==> src/sv/tnp_pkg.sv <==
// ----------------------------------------------------------------------------
// tnp_pkg
// Shared types and constants for the telnet option parser: protocol bytes,
// token kinds, parser and control states, refusal codes.
// ----------------------------------------------------------------------------
package tnp_pkg;

   localparam int unsigned OptCount = 256;
   localparam int unsigned OptWidth = 8;
   localparam int unsigned PtrWidth = OptWidth + 1;

   localparam logic [7:0] BYTE_IAC  = 8'hFF;
   localparam logic [7:0] BYTE_DONT = 8'hFE;
   localparam logic [7:0] BYTE_DO   = 8'hFD;
   localparam logic [7:0] BYTE_WONT = 8'hFC;
   localparam logic [7:0] BYTE_WILL = 8'hFB;
   localparam logic [7:0] BYTE_SB   = 8'd250;
   localparam logic [7:0] BYTE_GA   = 8'd249;
   localparam logic [7:0] BYTE_BRK  = 8'd243;
   localparam logic [7:0] BYTE_NOP  = 8'd241;
   localparam logic [7:0] BYTE_SE   = 8'd240;
   localparam logic [7:0] BYTE_CR   = 8'h0D;
   localparam logic [7:0] BYTE_LF   = 8'h0A;

   localparam logic [7:0] VERB_DO   = 8'd0;
   localparam logic [7:0] VERB_DONT = 8'd1;
   localparam logic [7:0] VERB_WILL = 8'd2;
   localparam logic [7:0] VERB_WONT = 8'd3;

   typedef enum logic [2:0] {
      KIND_TEXT    = 3'd0,
      KIND_NEWLINE = 3'd1,
      KIND_COMMAND = 3'd2,
      KIND_NEGO    = 3'd3,
      KIND_SUBNEG  = 3'd4,
      KIND_REFUSAL = 3'd5,
      KIND_DONE    = 3'd6
   } kind_type;

   typedef enum logic [1:0] {
      REFUSAL_NONE = 2'd0,
      REFUSAL_WONT = 2'd1,
      REFUSAL_DONT = 2'd2
   } refusal_type;

   typedef enum logic [3:0] {
      PARSE_DATA    = 4'd0,
      PARSE_IAC     = 4'd1,
      PARSE_DO      = 4'd2,
      PARSE_DONT    = 4'd3,
      PARSE_WILL    = 4'd4,
      PARSE_WONT    = 4'd5,
      PARSE_SB      = 4'd6,
      PARSE_SB_DATA = 4'd7,
      PARSE_SINK    = 4'd8
   } parse_state_type;

   typedef enum logic [1:0] {
      CTL_CLEAR = 2'd0,
      CTL_IDLE  = 2'd1,
      CTL_READ  = 2'd2,
      CTL_CHECK = 2'd3
   } ctl_state_type;

   typedef struct packed {
      logic                valid;
      kind_type            kind;
      logic [7:0]          code;
      logic [OptWidth-1:0] option;
   } token_type;

   typedef struct packed {
      logic                we;
      logic [OptWidth-1:0] addr;
      refusal_type         refusal;
   } store_wr_type;

   localparam logic [7:0] CODE_WONT = BYTE_WONT;
   localparam logic [7:0] CODE_DONT = BYTE_DONT;

endpackage

==> src/sv/telnet_option_parser.sv <==
// ----------------------------------------------------------------------------
// telnet_option_parser
// Telnet byte stream to token converter with a per-option refusal store.
// ----------------------------------------------------------------------------
// After reset the block clears every entry of the refusal store and
// accepts no item during that pass. A data byte's token, if any, lands in
// the output register, and the next byte is taken in the following cycle
// as long as the output side keeps up. A pull walks the refusal memory
// from the scan pointer, reading each entry and then checking the
// registered data, until a refusal is found or the last entry is checked;
// with the pointer past the end (store known empty) it answers without a scan.
// ----------------------------------------------------------------------------
module telnet_option_parser (
   input  logic       clock,
   input  logic       reset,
   input  logic       req_valid,
   output logic       req_ready,
   input  logic       req_action,
   input  logic [7:0] req_data_byte,
   output logic       rsp_valid,
   input  logic       rsp_ready,
   output logic [2:0] rsp_kind,
   output logic [7:0] rsp_code,
   output logic [7:0] rsp_option
);

   tnp_pkg::ctl_state_type ctl_ff, ctl_in;
   logic [tnp_pkg::PtrWidth-1:0] ptr_ff, ptr_in;
   logic [tnp_pkg::OptWidth-1:0] clr_ff, clr_in;
   logic                         rsp_valid_ff, rsp_valid_in;
   tnp_pkg::kind_type            rsp_kind_ff, rsp_kind_in;
   logic [7:0]                   rsp_code_ff, rsp_code_in;
   logic [7:0]                   rsp_option_ff, rsp_option_in;

   logic                   req_fire;
   logic                   slot_free;
   logic                   load;
   logic                   rd_en;
   tnp_pkg::token_type     dec_token;
   tnp_pkg::store_wr_type  dec_wr;
   tnp_pkg::store_wr_type  mem_wr;
   tnp_pkg::refusal_type   rd_data;
   tnp_pkg::token_type     tok;
   logic                   found;
   logic                   last_entry;

   assign slot_free  = !rsp_valid_ff || rsp_ready;
   assign req_ready  = (ctl_ff == tnp_pkg::CTL_IDLE) && slot_free;
   assign req_fire   = req_valid && req_ready;
   assign found      = (rd_data != tnp_pkg::REFUSAL_NONE);
   assign last_entry = (ptr_ff[tnp_pkg::OptWidth-1:0] == {tnp_pkg::OptWidth{1'b1}});

   tnp_decode u_decode (
      .clock     (clock),
      .reset     (reset),
      .step      (req_fire && !req_action),
      .data_byte (req_data_byte),
      .token     (dec_token),
      .store_wr  (dec_wr)
   );

   tnp_store u_store (
      .clock   (clock),
      .wr      (mem_wr),
      .rd_en   (rd_en),
      .rd_addr (ptr_ff[tnp_pkg::OptWidth-1:0]),
      .rd_data (rd_data)
   );

   // next state
   always_comb begin
      ctl_in = ctl_ff;
      unique case (ctl_ff)
         tnp_pkg::CTL_CLEAR: begin
            if (clr_ff == {tnp_pkg::OptWidth{1'b1}}) ctl_in = tnp_pkg::CTL_IDLE;
         end
         tnp_pkg::CTL_IDLE: begin
            if (req_fire && req_action && !ptr_ff[tnp_pkg::OptWidth]) ctl_in = tnp_pkg::CTL_READ;
         end
         tnp_pkg::CTL_READ: ctl_in = tnp_pkg::CTL_CHECK;
         tnp_pkg::CTL_CHECK: begin
            ctl_in = (found || last_entry) ? tnp_pkg::CTL_IDLE : tnp_pkg::CTL_READ;
         end
         default: ctl_in = tnp_pkg::CTL_IDLE;
      endcase
   end

   // datapath and store control
   always_comb begin
      ptr_in = ptr_ff;
      clr_in = clr_ff;
      load   = 1'b0;
      rd_en  = 1'b0;
      tok    = '{valid: 1'b0, kind: tnp_pkg::KIND_DONE, code: 8'd0, option: '0};
      mem_wr = '{we: 1'b0, addr: ptr_ff[tnp_pkg::OptWidth-1:0],
                 refusal: tnp_pkg::REFUSAL_NONE};
      unique case (ctl_ff)
         tnp_pkg::CTL_CLEAR: begin
            mem_wr = '{we: 1'b1, addr: clr_ff, refusal: tnp_pkg::REFUSAL_NONE};
            clr_in = clr_ff + 1'b1;
         end
         tnp_pkg::CTL_IDLE: begin
            if (req_fire && req_action) begin
               // pointer past the end: nothing pending
               if (ptr_ff[tnp_pkg::OptWidth]) begin
                  load = 1'b1;
               end
            end else if (req_fire) begin
               load   = dec_token.valid;
               tok    = dec_token;
               mem_wr = dec_wr;
               if (dec_wr.we && ({1'b0, dec_wr.addr} < ptr_ff)) begin
                  ptr_in = {1'b0, dec_wr.addr};
               end
            end
         end
         tnp_pkg::CTL_READ: rd_en = 1'b1;
         tnp_pkg::CTL_CHECK: begin
            ptr_in = ptr_ff + 1'b1;
            if (found) begin
               load       = 1'b1;
               mem_wr.we  = 1'b1;   // clear the refusal being handed out
               tok.kind   = tnp_pkg::KIND_REFUSAL;
               tok.code   = (rd_data == tnp_pkg::REFUSAL_WONT) ? tnp_pkg::CODE_WONT
                                                               : tnp_pkg::CODE_DONT;
               tok.option = ptr_ff[tnp_pkg::OptWidth-1:0];
            end else if (last_entry) begin
               load = 1'b1;
            end
         end
         default: ptr_in = ptr_ff;
      endcase
   end

   always_comb begin
      rsp_valid_in  = rsp_valid_ff && !rsp_ready;
      rsp_kind_in   = rsp_kind_ff;
      rsp_code_in   = rsp_code_ff;
      rsp_option_in = rsp_option_ff;
      if (load) begin
         rsp_valid_in  = 1'b1;
         rsp_kind_in   = tok.kind;
         rsp_code_in   = tok.code;
         rsp_option_in = tok.option;
      end
   end

   always_ff @(posedge clock) begin
      if (reset) begin
         ctl_ff       <= tnp_pkg::CTL_CLEAR;
         ptr_ff       <= '0;
         clr_ff       <= '0;
         rsp_valid_ff <= 1'b0;
      end else begin
         ctl_ff       <= ctl_in;
         ptr_ff       <= ptr_in;
         clr_ff       <= clr_in;
         rsp_valid_ff <= rsp_valid_in;
      end
   end

   always_ff @(posedge clock) begin
      rsp_kind_ff   <= rsp_kind_in;
      rsp_code_ff   <= rsp_code_in;
      rsp_option_ff <= rsp_option_in;
   end

   assign rsp_valid  = rsp_valid_ff;
   assign rsp_kind   = rsp_kind_ff;
   assign rsp_code   = rsp_code_ff;
   assign rsp_option = rsp_option_ff;

   a_ptr_range: assert property (@(posedge clock) disable iff (reset)
      ptr_ff <= tnp_pkg::PtrWidth'(tnp_pkg::OptCount))
      else $error("scan pointer beyond store");

   a_scan_slot_free: assert property (@(posedge clock) disable iff (reset)
      (ctl_ff == tnp_pkg::CTL_READ || ctl_ff == tnp_pkg::CTL_CHECK) |-> !rsp_valid_ff)
      else $error("output register busy during scan");

   a_check_follows_read: assert property (@(posedge clock) disable iff (reset)
      ctl_ff == tnp_pkg::CTL_CHECK |-> $past(ctl_ff) == tnp_pkg::CTL_READ)
      else $error("store data checked without a read");

   a_refusal_code: assert property (@(posedge clock) disable iff (reset)
      (rsp_valid_ff && rsp_kind_ff == tnp_pkg::KIND_REFUSAL) |->
      (rsp_code_ff == tnp_pkg::CODE_WONT || rsp_code_ff == tnp_pkg::CODE_DONT))
      else $error("bad refusal code");

endmodule

==> src/sv/tnp_store.sv <==
// ----------------------------------------------------------------------------
// tnp_store
// Refusal store: one entry per option, one write port and one read port,
// read data registered.
// ----------------------------------------------------------------------------
module tnp_store (
   input  logic                               clock,
   input  tnp_pkg::store_wr_type              wr,
   input  logic                               rd_en,
   input  logic [tnp_pkg::OptWidth-1:0]       rd_addr,
   output tnp_pkg::refusal_type               rd_data
);

   tnp_pkg::refusal_type mem [tnp_pkg::OptCount];
   tnp_pkg::refusal_type rd_data_ff;

   always_ff @(posedge clock) begin
      if (wr.we) begin
         mem[wr.addr] <= wr.refusal;
      end
   end

   always_ff @(posedge clock) begin
      if (rd_en) begin
         rd_data_ff <= mem[rd_addr];
      end
   end

   assign rd_data = rd_data_ff;

endmodule

==> src/sv/tnp_decode.sv <==
// ----------------------------------------------------------------------------
// tnp_decode
// Byte-level telnet parser: tracks IAC sequences, emits tokens and the
// refusal to record for each negotiation.
// ----------------------------------------------------------------------------
module tnp_decode (
   input  logic                   clock,
   input  logic                   reset,
   input  logic                   step,
   input  logic [7:0]             data_byte,
   output tnp_pkg::token_type     token,
   output tnp_pkg::store_wr_type  store_wr
);

   tnp_pkg::parse_state_type state_ff;
   tnp_pkg::parse_state_type state_in;

   always_ff @(posedge clock) begin
      if (reset) begin
         state_ff <= tnp_pkg::PARSE_DATA;
      end else if (step) begin
         state_ff <= state_in;
      end
   end

   // next state
   always_comb begin
      state_in = state_ff;
      unique case (state_ff)
         tnp_pkg::PARSE_DATA: begin
            if (data_byte == tnp_pkg::BYTE_IAC) state_in = tnp_pkg::PARSE_IAC;
         end
         tnp_pkg::PARSE_IAC: begin
            priority if (data_byte == tnp_pkg::BYTE_SE) state_in = tnp_pkg::PARSE_DATA;
            else if (data_byte >= tnp_pkg::BYTE_NOP && data_byte <= tnp_pkg::BYTE_GA)
               state_in = tnp_pkg::PARSE_DATA;
            else if (data_byte == tnp_pkg::BYTE_SB)   state_in = tnp_pkg::PARSE_SB;
            else if (data_byte == tnp_pkg::BYTE_WILL) state_in = tnp_pkg::PARSE_WILL;
            else if (data_byte == tnp_pkg::BYTE_WONT) state_in = tnp_pkg::PARSE_WONT;
            else if (data_byte == tnp_pkg::BYTE_DO)   state_in = tnp_pkg::PARSE_DO;
            else if (data_byte == tnp_pkg::BYTE_DONT) state_in = tnp_pkg::PARSE_DONT;
            else state_in = tnp_pkg::PARSE_SINK;
         end
         tnp_pkg::PARSE_SB: state_in = tnp_pkg::PARSE_SB_DATA;
         tnp_pkg::PARSE_SB_DATA: begin
            if (data_byte == tnp_pkg::BYTE_IAC) state_in = tnp_pkg::PARSE_IAC;
         end
         tnp_pkg::PARSE_DO,
         tnp_pkg::PARSE_DONT,
         tnp_pkg::PARSE_WILL,
         tnp_pkg::PARSE_WONT: state_in = tnp_pkg::PARSE_DATA;
         default: state_in = state_ff;   // sink and unused codes hold
      endcase
   end

   // outputs
   always_comb begin
      token    = '{valid: 1'b0, kind: tnp_pkg::KIND_TEXT, code: 8'd0, option: '0};
      store_wr = '{we: 1'b0, addr: data_byte, refusal: tnp_pkg::REFUSAL_NONE};
      unique case (state_ff)
         tnp_pkg::PARSE_DATA: begin
            priority if (data_byte == tnp_pkg::BYTE_IAC || data_byte == tnp_pkg::BYTE_CR) begin
               token.valid = 1'b0;
            end else if (data_byte == tnp_pkg::BYTE_LF) begin
               token.valid = 1'b1;
               token.kind  = tnp_pkg::KIND_NEWLINE;
               token.code  = tnp_pkg::BYTE_LF;
            end else begin
               token.valid = 1'b1;
               token.kind  = tnp_pkg::KIND_TEXT;
               token.code  = data_byte;
            end
         end
         tnp_pkg::PARSE_IAC: begin
            if (data_byte >= tnp_pkg::BYTE_NOP && data_byte <= tnp_pkg::BYTE_GA) begin
               token.valid = 1'b1;
               token.kind  = tnp_pkg::KIND_COMMAND;
               // report break as no-op
               token.code  = (data_byte == tnp_pkg::BYTE_BRK) ? tnp_pkg::BYTE_NOP : data_byte;
            end
         end
         tnp_pkg::PARSE_SB: begin
            token.valid  = 1'b1;
            token.kind   = tnp_pkg::KIND_SUBNEG;
            token.option = data_byte;
         end
         tnp_pkg::PARSE_DO,
         tnp_pkg::PARSE_DONT,
         tnp_pkg::PARSE_WILL,
         tnp_pkg::PARSE_WONT: begin
            token.valid  = 1'b1;
            token.kind   = tnp_pkg::KIND_NEGO;
            token.option = data_byte;
            store_wr.we  = 1'b1;
            unique case (state_ff)
               tnp_pkg::PARSE_DO:   token.code = tnp_pkg::VERB_DO;
               tnp_pkg::PARSE_DONT: token.code = tnp_pkg::VERB_DONT;
               tnp_pkg::PARSE_WILL: token.code = tnp_pkg::VERB_WILL;
               default:             token.code = tnp_pkg::VERB_WONT;
            endcase
            store_wr.refusal = (state_ff == tnp_pkg::PARSE_DO || state_ff == tnp_pkg::PARSE_DONT)
                               ? tnp_pkg::REFUSAL_WONT : tnp_pkg::REFUSAL_DONT;
         end
         default: token.valid = 1'b0;
      endcase
   end

endmodule
==> config.mk <==
export PLATFORM = sky130hd
export DESIGN_NAME = telnet_option_parser
export DESIGN_NICKNAME = d
export VERILOG_FILES = /design/src/sv/tnp_pkg.sv /design/src/sv/telnet_option_parser.sv /design/src/sv/tnp_store.sv /design/src/sv/tnp_decode.sv
export SDC_FILE = /design/constraint.sdc
export NUM_CORES = 1
export LEC_CHECK = 0
export BUFFER_PORTS_ARGS = -buffer_cell sky130_fd_sc_hd__buf_2
export CAP_MARGIN = 20
export CORE_MARGIN = 5
export CORE_UTILIZATION = 50
export DETAILED_ROUTE_END_ITERATION = 10
export HOLD_SLACK_MARGIN = 0.08
export PLACE_DENSITY_LB_ADDON = 0.05
export REMOVE_ABC_BUFFERS = 1
export SETUP_SLACK_MARGIN = 0.02
export SLEW_MARGIN = 15
export SYNTH_ARGS = -nofsm -noshare
export SYNTH_HDL_FRONTEND = slang
export SYNTH_SLANG_ARGS = --single-unit
export TNS_END_PERCENT = 10
==> constraint.sdc <==
create_clock -name clock -period 29.3 [get_ports clock]
set_input_delay 5.86 -clock clock [delete_from_list [all_inputs] [get_ports clock]]
set_output_delay 5.86 -clock clock [all_outputs]
set_load 0.03 [all_outputs]
==> impl_results.md <==
* Cell Pwr Density at 59.7 nW/um2
* Routability cong. at 0.828
* Wirelength, routed at 60.6 mm
* # rows at 79
* RSZ-0062 raised after global routing: false
* Vias per cell at 6.20
* Worst Hold Class: reg -> reg
* Post-synthesis sequential area ratio at 0.695
* Post-synth cell types at 73
* Worst-path cell chain: buf_2 > nor2b_1 > nor3_1 > buf_2
* Detail Placement HPWL at 36.1 mm
* Vias in the first global route at 13,756
* Mapped Area at 23,700 um2
* Synth Warn # at 0
* Slew margin rel. at 0.262
* Worst slew pin tran at 1.11 ns
* I/O Pins at 34
* Worst EP arrival at 6.65 ns
* CTS max path bufs at 3
* Die H at 228 um
* Slowest CP cell: nor2b_1
* Clk sinks at 557
* Final Setup Violations at 0
* CTS Hold Buffers Added at 0
* First-pass GRT wire length at 90.0 mm
* Drt wl/cell at 27.4 um
* Postcts setup bufs at 0
* RR Endpoint: u_store.rd_data[1]
* Hold Path Sink: ptr_ff[8]
* Critical hold path startpoint: ptr_ff[8]
* Pre-antenna DRT Iters at 5
* Fin. max-slew vios at 0
* CP endpoint kind: output port
* Critical Setup Path Class: in -> out
* Most used cell, CP: buf_2
* GRT Overall Usage at 0.230
* Cells on worst reg2reg path at 7
* DIE WIDTH at 228 um
* Largest net degree at the start of global routing at 233
* GRT overflow at 0
* Core area at 46,800 um2
* LEAKAGE at 9.05 nW
* Die Area at 51,900 um2
* Ant diodes at 0
* Req. time, crit path at 23.44 ns
* TritonCTS clock tree: done
* Min setup slack post-route at 16.79 ns
* IR drop worst, VDD at 46.7 uV
* Max_cap viols at 0
* Port Buffers at 33
* Drt drc at 0
* DRT antenna net count at 0
* Final hold vios at 0
* Reg area at 16,500 um2
* Num CTS Buffers at 57
* Initial drt markers at 1,470
* Post-place setup slack at 16.82 ns
* Area grow syn2layout at 10.2%
* Outcome: finished, final reports clean
* Starting Density at 0.507
* Post-synth EDFFs at 533
* Multi-input logic area at 6650 um2
* Slowest stage delay, CP at 0.36 ns
* Fmax at 0.0800 GHz
* Worst Setup Start Kind: input port
* Fillers at 3,758
* CTS root buf: clkbuf_16
* Critical Path Fanout Max at 4
* Htree depth at 2
* R2r setup slk at 25.15 ns
* Post-synthesis instance total at 1,534
* Clock skew at 0.0177 ns
* Fin crit share at 0.427
* Synth Register Bits at 557
* Resized cells post-CTS at 0
* Synth Flop Type: edfxtp_1
* Later-pin clock latency in the skew report at 0.62 ns
* Hold Path Depth at 1
* Via count at 13,689
* Setup TNS at 0 ns
* Fraction of layout cells with a size suffix above 1 at 0.173
* Syn Area/Cell at 15.5 um2
* Nets at 1,578
* Antenna violations before repair at 1
* FF-to-FF Start: ptr_ff[0]
* Post-layout min period at 12.51 ns
* Post-synth ARST share at 0
* Clock transition at path regs at 0.07 ns
## metrics by stage
stage	total power [mW]	utilization	hold WS [ns]	std cells	area (um2)
after global placement	0.899	0.522	0.498	2104	24400
after global routing	1.61	0.559	0.543	2209	26100
after detailed placement	0.899	0.522	0.507	2104	24400
final	1.56	0.559	0.530	2209	26100
after CTS	1.57	0.559	0.524	2209	26100
after floorplan	0.886	-	0.466	1432	23200
## worst max path at each step
stage / start / to / slack, ns / cells past startpoint
after floorplan: rsp_ready / u_store.mem[0][0] / 5.45 / 3
after global placement: rsp_ready / req_ready / 16.84 / 4
after detailed placement: rsp_ready / req_ready / 16.82 / 4
after CTS: rsp_ready / req_ready / 16.81 / 4
after global routing: rsp_ready / req_ready / 16.76 / 4
final: rsp_ready / req_ready / 16.79 / 4
## metal layers
| layer | share of wire | wire length [um] | GRT usage | up-vias |
|---|---|---|---|---|
| met5 | 0 | 0 | 0 | - |
| met4 | 0.027 | 1660 | 0.0685 | 0 |
| met3 | 0.061 | 3690 | 0.0325 | 108 |
| met2 | 0.47 | 28700 | 0.367 | 481 |
| met1 | 0.44 | 26500 | 0.335 | 7113 |
| li1 | - | - | - | 5987 |
## report_power, final
part	total (mW)	internal, mW	switching (mW)
registers	0.861	0.860	0.000684
clock network	0.677	0.381	0.297
logic	0.0218	0.00511	0.0167
## synth_stat cells (9+ instances only)
cell type,number,area share
nor3_1,13,0.0027
clkbuf_1,31,0.0049
dfxtp_1,24,0.020
edfxtp_1,533,0.68
nor2_1,306,0.048
o22ai_1,9,0.0024
o21ai_0,32,0.0068
a21oi_1,44,0.0093
ha_1,9,0.0047
mux4_2,109,0.10
a21o_1,12,0.0038
mux2i_1,56,0.024
nor2b_1,9,0.0024
a22oi_1,22,0.0070
nand2_1,81,0.013
nand3_1,17,0.0036
nand2_2,9,0.0024
buf_2,54,0.011
a22o_1,14,0.0052
inv_1,9,0.0014
## sequential cells by signal, indices dropped and copies added (netlist names)
signal / cells
clr_ff: 8
ctl_ff: 2
ptr_ff: 9
rsp_code: 8
rsp_kind: 3
rsp_option: 8
rsp_valid: 1
u_decode.state_ff: 4
u_store.mem: 512
u_store.rd_data: 2
## cells in the final DEF (no fill, tap or decap), types with 14 or more instances in the layout
master	n
edfxtp_1	533
nor2_1	306
mux4_2	109
nand2_1	81
clkbuf_16	59
mux2i_1	56
a21oi_1	44
buf_2	33
o21ai_0	32
buf_4	29
a22oi_1	22
dfxtp_1	21
nand3_1	17
clkbuf_1	17
clkinv_1	14
a22o_1	14
## worst max-delay path, delay by kind of cell
kind,cells,cell delay [ns]
AND/OR/NAND/NOR,2,0.47
buffers and inverters,2,0.31
## area by class of cell
cell class,instances,share of cell area
Clock buffer,78,0.0600
Clock inverter,27,0.00589
Inverter,13,0.00187
Multi-Input combinational cell,862,0.255
Sequential cell,557,0.631
Tap cell,607,0.0291
Timing Repair Buffer,65,0.0170
## logic make-up after synthesis
kind of cell,Yosys count,share of synthesized area
compound gates,196,0.0572
xor+xnor,6,0.00222
fa+ha+maj,9,0.00475
buf+inv,115,0.0245
flops,557,0.695
mux,167,0.128
simple gates,484,0.0879
Note: power is estimated with default switching activity, not from simulation.
